### config.mk
export PLATFORM = sky130hd
export DESIGN_NAME = subtitle_tag_stripper_core_flat
export DESIGN_NICKNAME = d
export VERILOG_FILES = /design/src/hdl/tstrip_pkg.sv /design/src/hdl/tstrip_if.sv /design/src/hdl/tstrip_ram.sv /design/src/hdl/tstrip_dp.sv /design/src/hdl/tstrip_ctrl.sv /design/src/hdl/subtitle_tag_stripper_core.sv /design/src/flat_wrapper.sv
export SDC_FILE = /design/constraint.sdc
export NUM_CORES = 1
export LEC_CHECK = 0
export ABC_AREA = 1
export BUFFER_PORTS_ARGS = -buffer_cell sky130_fd_sc_hd__buf_2
export CELL_PAD_IN_SITES_DETAIL_PLACEMENT = 0
export CELL_PAD_IN_SITES_GLOBAL_PLACEMENT = 2
export CORE_AREA = 2 2 199 201
export CTS_CLUSTER_SIZE = 12
export DETAILED_ROUTE_END_ITERATION = 7
export DIE_AREA = 0 0 201 203
export PLACE_DENSITY = 0.86
export SLEW_MARGIN = 25
export SYNTH_ARGS = -nofsm -noshare
export SYNTH_HDL_FRONTEND = slang
export SYNTH_HIERARCHICAL = 1
export SYNTH_SLANG_ARGS = --single-unit
### constraint.sdc
create_clock -name clk_i -period 4.5 [get_ports clk_i]
set_input_delay 1.35 -clock clk_i [delete_from_list [all_inputs] [get_ports clk_i]]
set_output_delay 1.35 -clock clk_i [all_outputs]
set_load 0.05 [all_outputs]
### src/hdl/tstrip_pkg.sv
// Shared types and constants for the subtitle tag stripper.
// Holds character codes, tag position rules and the controller/datapath
// command and status structs. No dependencies.
package tstrip_pkg;

  // Character codes
  localparam logic [7:0] CH_LF    = 8'h0A;
  localparam logic [7:0] CH_CR    = 8'h0D;
  localparam logic [7:0] CH_SP    = 8'h20;
  localparam logic [7:0] CH_SLASH = 8'h2F;
  localparam logic [7:0] CH_0     = 8'h30;
  localparam logic [7:0] CH_9     = 8'h39;
  localparam logic [7:0] CH_LT    = 8'h3C;
  localparam logic [7:0] CH_GT    = 8'h3E;
  localparam logic [7:0] CH_B     = 8'h62;
  localparam logic [7:0] CH_C     = 8'h63;
  localparam logic [7:0] CH_F     = 8'h66;
  localparam logic [7:0] CH_I     = 8'h69;
  localparam logic [7:0] CH_S     = 8'h73;
  localparam logic [7:0] CH_U     = 8'h75;

  // Tag position rules
  localparam int TAG_OPEN_LEN   = 3;   // <b? <i? <u?
  localparam int TAG_CLOSE_LEN  = 4;   // </b? </i? </u?
  localparam int FONT_CLOSE_LEN = 7;   // </f????
  localparam int FONT_ATTR_POS  = 5;   // first attribute slot after <f???
  localparam int COLOR_SKIP     = 15;  // 'c' plus 14 unchecked bytes
  localparam int SIZE_SKIP      = 6;   // 's' plus 5 unchecked bytes

  typedef struct packed {
    logic accept;      // input word taken this cycle
    logic walk_start;  // read front entry, clear scan trackers
    logic walk_ev;     // evaluate the entry just read
    logic resolve;     // commit the judged action
    logic flush;       // send held word as last of its run
  } tstrip_cmd_t;

  typedef struct packed {
    logic count_zero;
    logic walk_more;
    logic res_stop;
    logic res_emit;
    logic res_left_zero;
    logic held_valid;
    logic out_free;
  } tstrip_sts_t;

  function automatic logic is_biu(logic [7:0] c);
    return (c == CH_B) || (c == CH_I) || (c == CH_U);
  endfunction

endpackage

### src/hdl/tstrip_if.sv
// Valid/ready channel interfaces for the subtitle tag stripper.
// Input carries one raw text byte, output one stripped byte with flags.
// No dependencies.
interface tstrip_in_if;
  logic       valid;
  logic       ready;
  logic [7:0] text_byte;

  modport source (output valid, output text_byte, input ready);
  modport sink   (input valid, input text_byte, output ready);
endinterface

interface tstrip_out_if;
  logic       valid;
  logic       ready;
  logic [7:0] kept_byte;
  logic       phrase_end;
  logic       run_last;

  modport source (output valid, output kept_byte, output phrase_end, output run_last,
                  input ready);
  modport sink   (input valid, input kept_byte, input phrase_end, input run_last,
                  output ready);
endinterface

### src/hdl/tstrip_ram.sv
// Generic single-write, single-read RAM with registered read data.
// No dependencies.
module tstrip_ram #(
  parameter int WIDTH = 8,
  parameter int DEPTH = 32
) (
  input  logic                     clk_i,
  input  logic                     we_i,
  input  logic [$clog2(DEPTH)-1:0] waddr_i,
  input  logic [WIDTH-1:0]         wdata_i,
  input  logic [$clog2(DEPTH)-1:0] raddr_i,
  output logic [WIDTH-1:0]         rdata_o
);

  logic [WIDTH-1:0] mem_q [DEPTH];
  logic [WIDTH-1:0] rdata_q;

  always_ff @(posedge clk_i) begin
    if (we_i) begin
      mem_q[waddr_i] <= wdata_i;
    end
    rdata_q <= mem_q[raddr_i];
  end

  assign rdata_o = rdata_q;

endmodule

### src/hdl/tstrip_dp.sv
// Datapath of the subtitle tag stripper: pending byte buffer (circular RAM),
// tag scan trackers, held result and output register.
// Depends on tstrip_pkg and tstrip_ram.
module tstrip_dp import tstrip_pkg::*; #(
  parameter int MAX_TAG = 32
) (
  input  logic        clk_i,
  input  logic        rst_ni,
  input  tstrip_cmd_t cmd_i,
  output tstrip_sts_t sts_o,
  input  logic [7:0]  in_byte_i,
  output logic        out_valid_o,
  input  logic        out_ready_i,
  output logic [7:0]  out_byte_o,
  output logic        out_end_o,
  output logic        out_last_o
);

  localparam int PW    = $clog2(MAX_TAG);
  localparam int CW    = $clog2(MAX_TAG + 1);
  localparam int KW    = $clog2(MAX_TAG + COLOR_SKIP);
  localparam int DEPTH = 2 ** PW;
  localparam logic [CW-1:0] MAX_CNT = CW'(MAX_TAG);

  localparam logic [2:0] PS_FIRST = 3'd0;
  localparam logic [2:0] PS_SLASH = 3'd1;
  localparam logic [2:0] PS_ATTR  = 3'd2;
  localparam logic [2:0] PS_SEL   = 3'd3;
  localparam logic [2:0] PS_DIGIT = 3'd4;

  // Buffer control
  logic [PW-1:0] head_q, head_d;
  logic [CW-1:0] count_q, count_d;
  logic [PW-1:0] waddr, raddr;
  logic          ram_we;
  logic [7:0]    rbyte;

  // Scan trackers
  logic [PW-1:0] p_q, p_d;
  logic [7:0]    front_q, front_d;
  logic          second_lf_q, second_lf_d;
  logic [2:0]    ps_q, ps_d;
  logic [KW-1:0] tk_q, tk_d;
  logic          done_q, done_d;
  logic [KW-1:0] r_q, r_d;
  logic          lf_found_q, lf_found_d;
  logic [PW-1:0] e_q, e_d;
  logic          prev_cr_q, prev_cr_d;
  logic          last_cr_q, last_cr_d;

  // Result staging
  logic          held_v_q, held_v_d;
  logic [7:0]    held_byte_q, held_byte_d;
  logic          held_end_q, held_end_d;
  logic          out_v_q, out_v_d;
  logic [7:0]    out_byte_q, out_byte_d;
  logic          out_end_q, out_end_d;
  logic          out_last_q, out_last_d;

  // Walk and resolve
  logic [KW-1:0] p_ext, n_ext, e_ext;
  logic [CW-1:0] p_next;
  logic          is_lt, walk_more;
  logic          res_stop, res_emit, res_end, res_reject;
  logic [7:0]    res_byte;
  logic [CW-1:0] res_drop;
  logic          fast, store, emit_commit, load_out, out_free;

  assign waddr  = head_q + count_q[PW-1:0];
  assign raddr  = head_q + (cmd_i.walk_start ? '0 : p_q);

  tstrip_ram #(
    .WIDTH (8),
    .DEPTH (DEPTH)
  ) u_buf (
    .clk_i   (clk_i),
    .we_i    (ram_we),
    .waddr_i (waddr),
    .wdata_i (in_byte_i),
    .raddr_i (raddr),
    .rdata_o (rbyte)
  );

  assign p_ext  = KW'(p_q);
  assign n_ext  = KW'(count_q);
  assign e_ext  = KW'(e_q);
  assign p_next = CW'(p_q) + CW'(1);

  // Keep walking the whole candidate for a tag, one extra entry for a CR
  always_comb begin
    is_lt     = (p_q == '0) ? (rbyte == CH_LT) : (front_q == CH_LT);
    walk_more = (is_lt && (p_next < count_q)) ||
                ((p_q == '0) && (rbyte == CH_CR) && (count_q >= CW'(2)));
  end

  // Tag rule parser and line-end trackers
  always_comb begin
    p_d         = p_q;
    front_d     = front_q;
    second_lf_d = second_lf_q;
    ps_d        = ps_q;
    tk_d        = tk_q;
    done_d      = done_q;
    r_d         = r_q;
    lf_found_d  = lf_found_q;
    e_d         = e_q;
    prev_cr_d   = prev_cr_q;
    last_cr_d   = last_cr_q;
    if (cmd_i.walk_start) begin
      p_d        = '0;
      ps_d       = PS_FIRST;
      tk_d       = KW'(1);
      done_d     = 1'b0;
      r_d        = '0;
      lf_found_d = 1'b0;
      prev_cr_d  = 1'b0;
    end else if (cmd_i.walk_ev) begin
      p_d       = p_q + PW'(1);
      prev_cr_d = (rbyte == CH_CR);
      last_cr_d = (rbyte == CH_CR);
      if (p_q == '0) begin
        front_d = rbyte;
      end
      if (p_q == PW'(1)) begin
        second_lf_d = (rbyte == CH_LF);
      end
      // First line end: a CR right before the LF moves it back one place
      if (!lf_found_q && (rbyte == CH_LF)) begin
        lf_found_d = 1'b1;
        e_d        = prev_cr_q ? (p_q - PW'(1)) : p_q;
      end
      if (!done_q && (p_ext == tk_q)) begin
        case (ps_q)
          PS_FIRST: begin
            if (rbyte == CH_SLASH) begin
              ps_d = PS_SLASH;
              tk_d = p_ext + KW'(1);
            end else if (is_biu(rbyte)) begin
              done_d = 1'b1;
              r_d    = KW'(TAG_OPEN_LEN);
            end else if (rbyte == CH_F) begin
              ps_d = PS_ATTR;
              tk_d = KW'(FONT_ATTR_POS);
            end else begin
              done_d = 1'b1;
              r_d    = '0;
            end
          end
          PS_SLASH: begin
            done_d = 1'b1;
            if (is_biu(rbyte)) begin
              r_d = KW'(TAG_CLOSE_LEN);
            end else if (rbyte == CH_F) begin
              r_d = KW'(FONT_CLOSE_LEN);
            end else begin
              r_d = '0;
            end
          end
          PS_ATTR: begin
            if (rbyte == CH_SP) begin
              ps_d = PS_SEL;
              tk_d = p_ext + KW'(1);
            end else begin
              done_d = 1'b1;
              r_d    = (rbyte == CH_GT) ? (p_ext + KW'(1)) : '0;
            end
          end
          PS_SEL: begin
            if (rbyte == CH_C) begin
              ps_d = PS_ATTR;
              tk_d = p_ext + KW'(COLOR_SKIP);
            end else if (rbyte == CH_S) begin
              ps_d = PS_DIGIT;
              tk_d = p_ext + KW'(SIZE_SKIP);
            end else begin
              done_d = 1'b1;
              r_d    = (rbyte == CH_GT) ? (p_ext + KW'(1)) : '0;
            end
          end
          PS_DIGIT: begin
            tk_d = p_ext + KW'(1);
            if ((rbyte < CH_0) || (rbyte > CH_9)) begin
              ps_d = PS_ATTR;
            end
          end
          default: begin
            done_d = 1'b1;
            r_d    = '0;
          end
        endcase
      end
    end
  end

  // Judge the front entry from the finished walk
  always_comb begin
    res_stop   = 1'b0;
    res_reject = 1'b0;
    res_emit   = 1'b0;
    res_end    = 1'b0;
    res_byte   = front_q;
    res_drop   = CW'(1);
    if (front_q == CH_LT) begin
      if (done_q && (r_q == '0)) begin
        res_reject = 1'b1;
      end else if (done_q && (r_q <= n_ext)) begin
        if (lf_found_q && (e_ext < r_q)) begin
          res_reject = 1'b1;
        end else if (!lf_found_q && last_cr_q && (r_q == n_ext)) begin
          res_stop = 1'b1;
        end else begin
          res_drop = CW'(r_q);
        end
      end else if (lf_found_q || (count_q >= MAX_CNT)) begin
        res_reject = 1'b1;
      end else begin
        res_stop = 1'b1;
      end
      if (res_reject) begin
        res_emit = 1'b1;
        res_byte = CH_LT;
      end
    end else if (front_q == CH_CR) begin
      if (count_q < CW'(2)) begin
        res_stop = 1'b1;
      end else if (second_lf_q) begin
        res_emit = 1'b1;
        res_end  = 1'b1;
        res_byte = CH_LF;
        res_drop = CW'(2);
      end else begin
        res_emit = 1'b1;
      end
    end else begin
      res_emit = 1'b1;
      res_end  = (front_q == CH_LF);
    end
  end

  // Buffer bookkeeping and result staging
  always_comb begin
    out_free    = !out_v_q || out_ready_i;
    fast        = cmd_i.accept && (count_q == '0) &&
                  (in_byte_i != CH_LT) && (in_byte_i != CH_CR);
    store       = cmd_i.accept && !fast && (count_q < MAX_CNT);
    ram_we      = store;
    emit_commit = cmd_i.resolve && res_emit;
    load_out    = fast || (emit_commit && held_v_q) || cmd_i.flush;

    head_d  = head_q;
    count_d = count_q;
    if (store) begin
      count_d = count_q + CW'(1);
    end else if (cmd_i.resolve) begin
      count_d = count_q - res_drop;
      head_d  = head_q + res_drop[PW-1:0];
    end

    held_v_d    = held_v_q;
    held_byte_d = held_byte_q;
    held_end_d  = held_end_q;
    if (emit_commit) begin
      held_v_d    = 1'b1;
      held_byte_d = res_byte;
      held_end_d  = res_end;
    end else if (cmd_i.flush) begin
      held_v_d = 1'b0;
    end

    out_v_d    = load_out ? 1'b1 : (out_ready_i ? 1'b0 : out_v_q);
    out_byte_d = out_byte_q;
    out_end_d  = out_end_q;
    out_last_d = out_last_q;
    if (fast) begin
      out_byte_d = in_byte_i;
      out_end_d  = (in_byte_i == CH_LF);
      out_last_d = 1'b1;
    end else if (load_out) begin
      out_byte_d = held_byte_q;
      out_end_d  = held_end_q;
      out_last_d = cmd_i.flush;
    end
  end

  always_ff @(posedge clk_i or negedge rst_ni) begin
    if (!rst_ni) begin
      head_q   <= '0;
      count_q  <= '0;
      held_v_q <= 1'b0;
      out_v_q  <= 1'b0;
    end else begin
      head_q   <= head_d;
      count_q  <= count_d;
      held_v_q <= held_v_d;
      out_v_q  <= out_v_d;
    end
  end

  always_ff @(posedge clk_i) begin
    p_q         <= p_d;
    front_q     <= front_d;
    second_lf_q <= second_lf_d;
    ps_q        <= ps_d;
    tk_q        <= tk_d;
    done_q      <= done_d;
    r_q         <= r_d;
    lf_found_q  <= lf_found_d;
    e_q         <= e_d;
    prev_cr_q   <= prev_cr_d;
    last_cr_q   <= last_cr_d;
    held_byte_q <= held_byte_d;
    held_end_q  <= held_end_d;
    out_byte_q  <= out_byte_d;
    out_end_q   <= out_end_d;
    out_last_q  <= out_last_d;
  end

  always_comb begin
    sts_o.count_zero    = (count_q == '0);
    sts_o.walk_more     = walk_more;
    sts_o.res_stop      = res_stop;
    sts_o.res_emit      = res_emit;
    sts_o.res_left_zero = (count_q == res_drop);
    sts_o.held_valid    = held_v_q;
    sts_o.out_free      = out_free;
  end

  assign out_valid_o = out_v_q;
  assign out_byte_o  = out_byte_q;
  assign out_end_o   = out_end_q;
  assign out_last_o  = out_last_q;

endmodule

### src/hdl/tstrip_ctrl.sv
// Controller of the subtitle tag stripper: sequences accept, buffer walk,
// resolve and end-of-run flush. Depends on tstrip_pkg.
module tstrip_ctrl import tstrip_pkg::*; (
  input  logic        clk_i,
  input  logic        rst_ni,
  input  logic        in_valid_i,
  output logic        in_ready_o,
  input  tstrip_sts_t sts_i,
  output tstrip_cmd_t cmd_o
);

  localparam logic [2:0] S_IDLE     = 3'd0;
  localparam logic [2:0] S_FRONT_RD = 3'd1;
  localparam logic [2:0] S_WALK_EV  = 3'd2;
  localparam logic [2:0] S_WALK_RD  = 3'd3;
  localparam logic [2:0] S_RESOLVE  = 3'd4;
  localparam logic [2:0] S_END      = 3'd5;

  logic [2:0] state_q, state_d;

  always_comb begin
    state_d    = state_q;
    cmd_o      = '0;
    in_ready_o = 1'b0;
    case (state_q)
      S_IDLE: begin
        in_ready_o   = sts_i.out_free;
        cmd_o.accept = in_valid_i && sts_i.out_free;
        // An empty buffer needs no walk (fast path, or the byte waits); otherwise rescan from the front
        if (cmd_o.accept && !sts_i.count_zero) begin
          state_d = S_FRONT_RD;
        end
      end
      S_FRONT_RD: begin
        cmd_o.walk_start = 1'b1;
        state_d          = S_WALK_EV;
      end
      S_WALK_EV: begin
        cmd_o.walk_ev = 1'b1;
        state_d       = sts_i.walk_more ? S_WALK_RD : S_RESOLVE;
      end
      S_WALK_RD: begin
        state_d = S_WALK_EV;
      end
      S_RESOLVE: begin
        if (sts_i.res_stop) begin
          state_d = S_END;
        end else if (!(sts_i.res_emit && sts_i.held_valid && !sts_i.out_free)) begin
          cmd_o.resolve = 1'b1;
          state_d       = sts_i.res_left_zero ? S_END : S_FRONT_RD;
        end
      end
      S_END: begin
        if (!sts_i.held_valid) begin
          state_d = S_IDLE;
        end else if (sts_i.out_free) begin
          cmd_o.flush = 1'b1;
          state_d     = S_IDLE;
        end
      end
      default: begin
        state_d = S_IDLE;
      end
    endcase
  end

  always_ff @(posedge clk_i or negedge rst_ni) begin
    if (!rst_ni) begin
      state_q <= S_IDLE;
    end else begin
      state_q <= state_d;
    end
  end

endmodule

### src/hdl/subtitle_tag_stripper_core.sv
// Empty buffer, byte not '<' or CR: the result is registered into the output
// register on acceptance, up to one word per cycle while the output is free.
// Otherwise the front entry is read, the pending buffer (up to MAX_TAG entries)
// is walked from one RAM read port (read, then evaluate, per entry) and the front
// is resolved; a full output register holds the resolve and the final flush.
// Asynchronous active-low reset empties the buffer and the output; no clear pass.
module subtitle_tag_stripper_core import tstrip_pkg::*; #(
  parameter int MAX_TAG = 32
) (
  input  logic         clk_i,
  input  logic         rst_ni,
  tstrip_in_if.sink    text_i,
  tstrip_out_if.source kept_o
);

  tstrip_cmd_t cmd;
  tstrip_sts_t sts;

  tstrip_ctrl u_ctrl (
    .clk_i      (clk_i),
    .rst_ni     (rst_ni),
    .in_valid_i (text_i.valid),
    .in_ready_o (text_i.ready),
    .sts_i      (sts),
    .cmd_o      (cmd)
  );

  tstrip_dp #(
    .MAX_TAG (MAX_TAG)
  ) u_dp (
    .clk_i       (clk_i),
    .rst_ni      (rst_ni),
    .cmd_i       (cmd),
    .sts_o       (sts),
    .in_byte_i   (text_i.text_byte),
    .out_valid_o (kept_o.valid),
    .out_ready_i (kept_o.ready),
    .out_byte_o  (kept_o.kept_byte),
    .out_end_o   (kept_o.phrase_end),
    .out_last_o  (kept_o.run_last)
  );

endmodule

### src/flat_wrapper.sv
// flat-port wrapper written by rule: the top's interface ports become plain ports
module subtitle_tag_stripper_core_flat import tstrip_pkg::*;
#(
  parameter int MAX_TAG = 32
)
  (clk_i, rst_ni, text_i_valid, text_i_text_byte, text_i_ready, kept_o_valid, kept_o_kept_byte, kept_o_phrase_end, kept_o_run_last, kept_o_ready);
  tstrip_in_if text_i_i ();
  tstrip_out_if kept_o_i ();
  input  logic clk_i;
  input  logic rst_ni;
  input wire logic [$bits(text_i_i.valid)-1:0] text_i_valid;
  input wire logic [$bits(text_i_i.text_byte)-1:0] text_i_text_byte;
  output wire logic [$bits(text_i_i.ready)-1:0] text_i_ready;
  output wire logic [$bits(kept_o_i.valid)-1:0] kept_o_valid;
  output wire logic [$bits(kept_o_i.kept_byte)-1:0] kept_o_kept_byte;
  output wire logic [$bits(kept_o_i.phrase_end)-1:0] kept_o_phrase_end;
  output wire logic [$bits(kept_o_i.run_last)-1:0] kept_o_run_last;
  input wire logic [$bits(kept_o_i.ready)-1:0] kept_o_ready;
  assign text_i_i.valid = text_i_valid;
  assign text_i_i.text_byte = text_i_text_byte;
  assign text_i_ready = text_i_i.ready;
  assign kept_o_valid = kept_o_i.valid;
  assign kept_o_kept_byte = kept_o_i.kept_byte;
  assign kept_o_phrase_end = kept_o_i.phrase_end;
  assign kept_o_run_last = kept_o_i.run_last;
  assign kept_o_i.ready = kept_o_ready;
  subtitle_tag_stripper_core #(.MAX_TAG(MAX_TAG)) u_core (.clk_i(clk_i), .rst_ni(rst_ni), .text_i(text_i_i), .kept_o(kept_o_i));
endmodule
==> flow_summary.ini, run 1 <==
[worst_hold_path]
hp-class = reg2reg

[yosys]
synth_compound_area_share_pct = 3.623
synth_top_family_by_area = simple AND/OR/NAND/NOR gates
ys_async_sr_fraction_pct = 4.748
synthMuxAreaShare_pct = 0.06996
synth_cell_type_count = 56
synth.yosys.seq_area_share_pct = 60.39
synth_warnings = 6
ys_seq_elements = 337
synthAdderAreaFrac_pct = 3.762
syn_area_mm2 = 0.01610
synth_top_flop_cell = edfxtp_1
synthesis.nets = 1668
synth-simple-area-share_pct = 24.49
yosys.area_share.xor_xnor_pct = 1.360
avgSynthCellArea_um2 = 9.997
synth-edff-count = 289
syn_inst = 1610

[route]
first_iter_violations = 854
drc_errors = 0
routedWlPerCell_um = 19.76
firstDrtPassIters = 6
postRouteAntennaNets = 0
vias = 11519
via_per_inst = 5.238
finalWirelength_mm = 43.45

[critical_path]
cp.arrival_ns = 3.79
slowest_stage = dfrtp_1
critPathMostFrequentCell = nand2_1
path_cells = inv_1, ha_1, nand2_1, nor2_1, nand2_1, nand2_1, nand2_1, o21ai_1, nand3_1, nand2_1, inv_1, nand2_1, nor2_1, nor4_1, inv_1, nor2_1, buf_4, nand2_1, nand2_1
critPathBufInv = 4
worst-setup-path-type = reg2reg
critPathMaxFanout = 10
endpoint_kind = register
cpPeakStageDelay_ns = 0.52
path_delay_family = simple AND/OR/NAND/NOR gates
cp.required_ns = 4.66
startpoint_type = register

[timing]
finalSetupViolCount = 0
hold_ws_ns = 0.4558
fin_tns_setup_ns = 0
fin_ws_ns = 0.8755
report.final.hold_viol_count = 0
period_share_pct = 80.54
fin_crit_ns = 3.624
slew-limit-headroom_pct = 43.69
tightestPinTransition_ns = 0.8416
rsz0062_at_grt = no
fin_skew_ns = 0.01988
fmax_mhz = 275.9
slew_viol_final = 0

[cells_and_area]
drive_above_1_share_pct = 10.35
final_common_cell = nand2_1
n_antenna_cell = 0
layoutNonFillerInstCount = 2199
final_cell_mix = nand2_1 (485), edfxtp_1 (289), nand3_1 (235), inv_1 (116), nor2_1 (112)
area_growth_pct = 12.07
layout.nets = 1712

[floorplanning]
die_w_um = 201
chipHeight_um = 203
core.rowCount = 72
die_area_mm2 = 0.04080
start_util_pct = 41.84
placeableCoreArea_mm2 = 0.03847
io_pins = 24

[place]
dp_hpwl_mm = 29.63
dp_cells = 2131
pre_cts_ws_ns = 0.8343
gp_congestion = 0.8181
port_buffers = 23

[clocking]
tritoncts = done
path_clk_slew_ns = 0.05
root_buffer = clkbuf_16
cts.sinks = 337
numCtsBuffers = 39
cts-resized-gates = 0
postCtsSetupRepairBufs = 0
cts-hold-fix-buffers = 0
insertion_delay_ns = 0.54
max-clock-path-buffers = 3
htreeDepth = 2

[global_routing]
grt_pass1_vias = 11333
grt_pass1_wl_mm = 67.28
grt_max_degree = 65
grt-ovfl-total = 0
antenna_found_initial = 0
grt_use_total_pct = 21.67

[run_status]
status = complete, no violations

[run]
drv_cap = 0
[cells in the mapped netlist (all sizes together) (2+ instances only)]
library cell / number / area [um2]
clkbuf: 16 / 61.30
edfxtp: 289 / 8678
o31ai: 2 / 15.01
nor3: 24 / 161.4
inv: 127 / 484.2
a21o: 2 / 15.01
nand4: 12 / 96.34
dfrtp: 16 / 400.4
a22oi: 2 / 15.01
o21ai: 58 / 294.0
nand2: 492 / 1879
fa: 4 / 80.08
o22ai: 2 / 12.51
xnor2: 3 / 26.28
dfxtp: 32 / 640.6
ha: 42 / 525.5
o221ai: 3 / 32.53
nor4: 6 / 58.80
a21oi: 30 / 150.1
xor2: 22 / 192.7
nand3: 239 / 1224
nor2: 121 / 501.7
buf: 55 / 466.7
[worst reg2reg max path, delay by kind of cell (launching register included)]
kind	cells	cell delay, ns
AND/OR/NAND/NOR	13	1.73
buffers and inverters	4	0.55
flip-flops	1	0.52
adder cells (fa/ha/maj)	1	0.33
AO/OA/AOI/OAI	1	0.12
[layer usage]
metal  wire, um  GRT usage (%)
met1      20200          31.34
met2      19710          34.42
met3       2759          3.339
met4        784          5.079
met5          0              0
[registers in the layout (all words and copies together), names as in the netlist, 5 cells and up]
| name | flops |
|---|---|
| u_core/u_dp/e_q | 5 |
| u_core/u_dp/u_buf/mem_q | 256 |
| u_core/u_dp/u_buf/rdata_o | 8 |
| u_core/u_dp/out_byte_o | 8 |
| u_core/u_dp/front_q | 8 |
| u_core/u_dp/r_q | 6 |
| u_core/u_dp/count_q | 6 |
| u_core/u_dp/head_q | 5 |
| u_core/u_dp/held_byte_q | 8 |
| u_core/u_dp/p_q | 5 |
| u_core/u_dp/tk_q | 6 |
[final cells by class]
cell class / instances / area, um2
Clock buffer: 45 / 1008
Clock inverter: 23 / 270.3
Fill cell: 3567 / 20430
Inverter: 128 / 489.2
Multi-Input combinational cell: 1074 / 5380
Sequential cell: 337 / 9719
Tap cell: 518 / 648.1
Timing Repair Buffer: 74 / 523.0
[cells by family (layout without fill, tap and decap cells)]
logic type / Yosys count / in the layout
simple gates: 897 / 897
flops: 337 / 337
buf+inv: 199 / 270
compound gates: 105 / 105
fa+ha+maj: 46 / 46
xor+xnor: 25 / 25
mux: 1 / 1
[through the flow]
| step | utilization, % | cell area, um2 |
|---|---|---|
| 2_1_floorplan | - | 16100 |
| 3_3_place_gp | 43.57 | 16760 |
| 3_5_place_dp | 43.57 | 16760 |
| 4_1_cts | 46.89 | 18040 |
| 5_1_grt | 46.89 | 18040 |
| 6_report | 46.89 | 18040 |
[final timing paths]
check	from	end	slack, ns	cells past startpoint
min	u_core/u_dp/out_last_o	u_core/u_dp/out_last_o	0.46	2
min in group asynchronous	rst_ni	u_core/u_dp/head_q[2]	0.76	1
min reg2reg	u_core/u_dp/out_last_o	u_core/u_dp/out_last_o	0.46	2
max reg2reg	u_core/u_dp/count_q[3]	u_core/u_dp/out_byte_o[6]	0.88	19
max in group asynchronous	rst_ni	u_core/u_dp/count_q[0]	3.44	1
max	u_core/u_dp/count_q[3]	u_core/u_dp/out_byte_o[6]	0.88	19
Power of run 1 is not shown: default switching activity piles up to over one toggle a cycle in this logic, so the estimate is an artifact.
==> run 2, diff against run 1 <==
ABC_AREA = 0   (was 1)
CORE_AREA = 2 2 183 185   (was 2 2 199 201)
DIE_AREA = 0 0 185 187   (was 0 0 201 203)
PLACE_DENSITY = 0.85   (was 0.86)
clock period = 3.5 ns   (was 4.5 ns; I/O delays follow)
==> flow_summary.ini, run 2 <==
[run_status]
status = complete, no violations

[yosys]
synth.most_common_cell = edfxtp_1
synth_top_area_cell = edfxtp_1
synth-edff-count = 289
avgSynthCellArea_um2 = 15.67
synth_common_cells = edfxtp_1 (289), mux4_2 (80), nor2_1 (66)
syn_inst = 971
synth_area_leaders = edfxtp_1 (57%), mux4_2 (12%), dfxtp_1 (4.2%)
synth_cell_type_count = 80
syn_area_mm2 = 0.01522
synth_warnings = 6
synth_top_flop_cell = edfxtp_1
ys_async_sr_fraction_pct = 4.748
synth.yosys.seq_area_share_pct = 63.87
netlist.area_leader.share_pct = 57.03
ys_seq_elements = 337
synthesis.nets = 1029

[route]
postRouteAntennaNets = 0
via_per_inst = 5.666
drc_errors = 0
vias = 8799
firstDrtPassIters = 5
finalWirelength_mm = 34.47
routedWlPerCell_um = 22.19
first_iter_violations = 897

[critical_path]
reg2reg_from = u_core/u_dp/front_q[6]
endpoint_kind = register
worst-setup-path-type = reg2reg
cp.required_ns = 3.91
cp.arrival_ns = 3.82
rrSetupSlack_ns = 0.09
critPathLaunch = u_core/u_dp/front_q[6]
startpoint_type = register
critPathMaxFanout = 3

[floorplanning]
start_util_pct = 46.31
die_area_mm2 = 0.03460
die_w_um = 185
placeableCoreArea_mm2 = 0.03286
io_pins = 24
chipHeight_um = 187
core.rowCount = 67

[timing]
fin_crit_ns = 3.406
slew_viol_final = 0
fin_skew_ns = 0.02072
rsz0062_at_grt = yes
report.final.hold_viol_count = 0
slew-limit-headroom_pct = 41.72
finalSetupViolCount = 0
fmax_mhz = 293.6
period_share_pct = 97.30
fin_tns_setup_ns = 0
hold_ws_ns = 0.4503
tightestPinTransition_ns = 0.8680

[clocking]
insertion_delay_ns = 0.53
tritoncts = done
max-clock-path-buffers = 3
numCtsBuffers = 37
htreeDepth = 2
cts-hold-fix-buffers = 0
cts.sinks = 337
root_buffer = clkbuf_16
path_clk_slew_ns = 0.06

[cells_and_area]
multi_input_area_mm2 = 0.005230
drive_above_1_share_pct = 27.87
largest_reg_flops = 256
regArea_mm2 = 0.009719
top_register = u_core/u_dp/u_buf/mem_q
final_cell_mix = edfxtp_1 (289), buf_4 (94), mux4_2 (80), nor2_1 (66), ha_1 (40)
fin_util_pct = 54.11
fin_area_mm2 = 0.01778
area_growth_pct = 16.85
fillers = 2657
final_common_cell = edfxtp_1
layout.nets = 1142
n_antenna_cell = 0

[global_routing]
grt-ovfl-total = 0
grt_pass1_wl_mm = 53.25
antenna_found_initial = 2
grt_max_degree = 35
grt_pass1_vias = 8815
grt_use_total_pct = 20.61

[place]
gp_congestion = 0.8627
port_buffers = 23
place_area_mm2 = 0.01657
dp_hpwl_mm = 23.94

[power_and_ir_drop]
p_total_mw = 15.41
irDropWorstVdd_mv = 0.4957
pwr_density_cell_mw_per_mm2 = 866.9
p_leak_nw = 6.222

[worst_hold_path]
hp-class = in2async

[run]
drv_cap = 0
-- run 2: cell count changes in the layout (fill, tap and decap cells not counted), sizes merged, moves of 12 or more --
cell,delta
buf,+53
inv,-90
mux2,+15
mux4,+80
nand2,-454
nand3,-221
nor2,-55
nor2b,+12
nor3,-12
o21ai,-32
xnor2,+25
xor2,-17
-- run 2: where the power goes --
group	total [mW]	internal (mW)	switching, mW
Sequential	5.11	4.81	0.298
Combinational	6.68	3.26	3.42
Clock	3.63	2.14	1.49
-- run 2: layout make-up --
| cell class | count | area share, % |
|---|---|---|
| clock buffer | 51 | 5.855 |
| timing repair buffer | 127 | 5.693 |
| inverter | 38 | 0.8022 |
| sequential | 337 | 54.66 |
| tap | 448 | 3.152 |
| multi-input combinational | 543 | 29.41 |
| clock inverter | 9 | 0.4222 |
-- run 2: metrics by stage --
step                worst slack [ns]  std cells
finish                       0.09440       1553
global route                -0.05308       1553
CTS                         0.007050       1551
detailed placement           -0.1500       1491
global placement            -0.04638       1491
floorplan                    0.01617        971
-- run 2: what timing repair did --
item / in CTS / in global routing
pin swaps: 0 / 11
setup endpoints to repair: 16 / 30
resized for setup: 5 / 11
setup buffers: 0 / 2
-- run 2: logic make-up after synthesis --
logic type | synth area share, %
muxes | 13.62
and+or+nand+nor | 8.280
xor gates and xnor gates | 1.899
adders and majority gates | 4.045
DFF | 63.87
buffers and inverters | 2.639
AOI/OAI and AO/OA | 5.649
-- run 2: final timing paths --
path                                              end  depth (start not counted)
setup / recovery               u_core/u_dp/count_q[5]                         13
hold / removal                 u_core/u_dp/count_q[0]                          1
setup reg to reg               u_core/u_dp/count_q[5]                         13
hold reg to reg            u_core/u_dp/held_byte_q[6]                          0
max in group asynchronous      u_core/u_dp/count_q[2]                          1
min in group clk_i         u_core/u_dp/held_byte_q[6]                          0
-- run 2: routing by layer --
| layer | up-vias | GRT usage (%) | share of wire [%] |
|---|---|---|---|
| met3 | 52 | 2.882 | 4.7 |
| li1 | 4020 | - | - |
| met5 | - | 0 | 0 |
| met4 | 0 | 6.258 | 2.8 |
| met1 | 4494 | 29.64 | 45 |
| met2 | 233 | 32.84 | 48 |
-- run 2: worst max-delay path, stage by stage (launching register included) --
cell	delay [ns]
edfxtp_1	0.38
or3b_1	0.40
or3_4	0.35
or2_4	0.24
a21oi_2	0.10
and3_4	0.21
a21oi_1	0.07
ha_1	0.32
nor2b_1	0.14
o211ai_1	0.23
a31oi_2	0.14
o211a_1	0.26
o211a_1	0.20
a211o_1	0.26
Note: power is estimated with default switching activity, not from simulation.
==> run 3, diff against run 2 <==
BUFFER_PORTS_ARGS = -buffer_cell sky130_fd_sc_hd__clkbuf_2   (was -buffer_cell sky130_fd_sc_hd__buf_2)
==> flow_summary.ini, run 3 (synthesis results as in run 2) <==
[cells_and_area]
fin_area_mm2 = 0.01779
n_antenna_cell = 0
final_common_cell = edfxtp_1
layoutNonFillerInstCount = 1556
drive_above_1_share_pct = 27.98
top_register = u_core/u_dp/u_buf/mem_q
final_cell_mix = edfxtp_1 (289), buf_4 (91), mux4_2 (80), nor2_1 (66), ha_1 (41)
fin_util_pct = 54.15
area_growth_pct = 16.94
layout.nets = 1137
largest_reg_flops = 256

[route]
postRouteAntennaNets = 0
routedWlPerCell_um = 23.11
via_per_inst = 5.707
first_iter_violations = 856
finalWirelength_mm = 35.96
firstDrtPassIters = 4
vias = 8880
drc_errors = 0

[global_routing]
busiest_layer = met2
grt-ovfl-total = 0
grt_max_degree = 35
grt_pass1_vias = 8961
grtUsageMet2_pct = 33.75
use_met1_pct = 30.59
gr-usage-met3_pct = 3.505
antenna_found_initial = 5
grt_use_total_pct = 21.21
grt_pass1_wl_mm = 54.83

[run_status]
status = complete, no violations

[timing]
slew_viol_final = 0
hold_ws_ns = 0.4526
fmax_mhz = 296.6
fin_skew_ns = 0.02015
fin_crit_ns = 3.371
period_share_pct = 96.32
report.final.hold_viol_count = 0
slew-limit-headroom_pct = 34.11
tightestPinTransition_ns = 0.9814
finalSetupViolCount = 0

[clocking]
numCtsBuffers = 37
cts.sinks = 337
max-clock-path-buffers = 3
tritoncts = done
root_buffer = clkbuf_16
path_clk_slew_ns = 0.06
cts-hold-fix-buffers = 0
insertion_delay_ns = 0.53
htreeDepth = 2

[critical_path]
startpoint_type = register
worst-setup-path-type = reg2reg
cp.arrival_ns = 3.77
endpoint_kind = register
cp.required_ns = 3.90
critPathMaxFanout = 3

[floorplanning]
placeableCoreArea_mm2 = 0.03286
chipHeight_um = 187
io_pins = 24
die_area_mm2 = 0.03460
core.rowCount = 67
die_w_um = 185
start_util_pct = 46.31

[power_and_ir_drop]
p_total_mw = 15.43
irDropWorstVdd_mv = 1.002
pwr_density_cell_mw_per_mm2 = 867.0
p_leak_nw = 6.220

[place]
dp_cells = 1486
port_buffers = 23
gp_congestion = 0.8360
place_area_mm2 = 0.01650
dp_hpwl_mm = 24.67

[worst_hold_path]
hp-class = reg2reg

[run]
drv_cap = 0
## run 3: cell types whose count changed in the layout (fill, tap and decap cells not counted), moves of 3 or more
cell / change
clkbuf_1: +8
clkbuf_2: +23
buf_4: -3
buf_2: -23
## run 3: layout make-up
cell class	instances	area (um2)
Sequential cell	337	9721
Timing Repair Buffer	122	949.7
Tap cell	448	560.5
Inverter	38	142.6
Multi-Input combinational cell	543	5255
Fill cell	2730	15070
Clock inverter	9	106.4
Clock buffer	59	1060
## run 3: worst paths after layout
kind,slack [ns],startpoint,to,cells past startpoint
setup / recovery,0.13,u_core/u_dp/front_q[7],u_core/u_dp/count_q[5],13
hold / removal,0.45,u_core/u_dp/front_q[6],u_core/u_dp/held_byte_q[6],0
setup reg to reg,0.13,u_core/u_dp/front_q[7],u_core/u_dp/count_q[5],13
hold reg to reg,0.45,u_core/u_dp/front_q[6],u_core/u_dp/held_byte_q[6],0
max in group asynchronous,2.70,rst_ni,u_core/u_dp/head_q[2],1
min in group asynchronous,0.47,rst_ni,u_core/u_dp/held_v_q,1
## run 3: power breakdown
| part | internal [mW] | switching [mW] |
|---|---|---|
| combinational | 3.15 | 3.40 |
| sequential | 4.81 | 0.332 |
| clock | 2.17 | 1.56 |
## run 3: critical path, cell delays in order, from the launching register on
cell and delay (ns):
edfxtp_1 0.39, or3b_4 0.41, or3_4 0.36, or2_4 0.24
a21oi_2 0.10, and3_4 0.22, a21oi_2 0.06, ha_1 0.31
nor2b_4 0.14, o211ai_1 0.22, a31oi_2 0.15, o211a_1 0.24
o211a_1 0.20, a211o_1 0.22
## run 3: layer usage
layer,vias up,part of all wire [%],routed length [um]
li1,4024,-,-
met1,4537,44,15750
met2,257,48,17330
met3,60,5.5,1983
met4,2,2.5,887
met5,-,0.044,16
## run 3: what timing repair did
action	4_1_cts	5_1_grt
setup buffers	0	2
pin swaps	5	12
endpoints found under the setup margin	14	38
gates resized for setup	7	17
## run 3: per-stage QoR
step	setup WS, ns	setup TNS [ns]
6_report	0.1288	0
5_1_grt	-0.01411	-0.01411
4_1_cts	0.02699	0
3_5_place_dp	-0.1868	-26.90
3_3_place_gp	-0.1285	-19.29
2_1_floorplan	0.01617	0
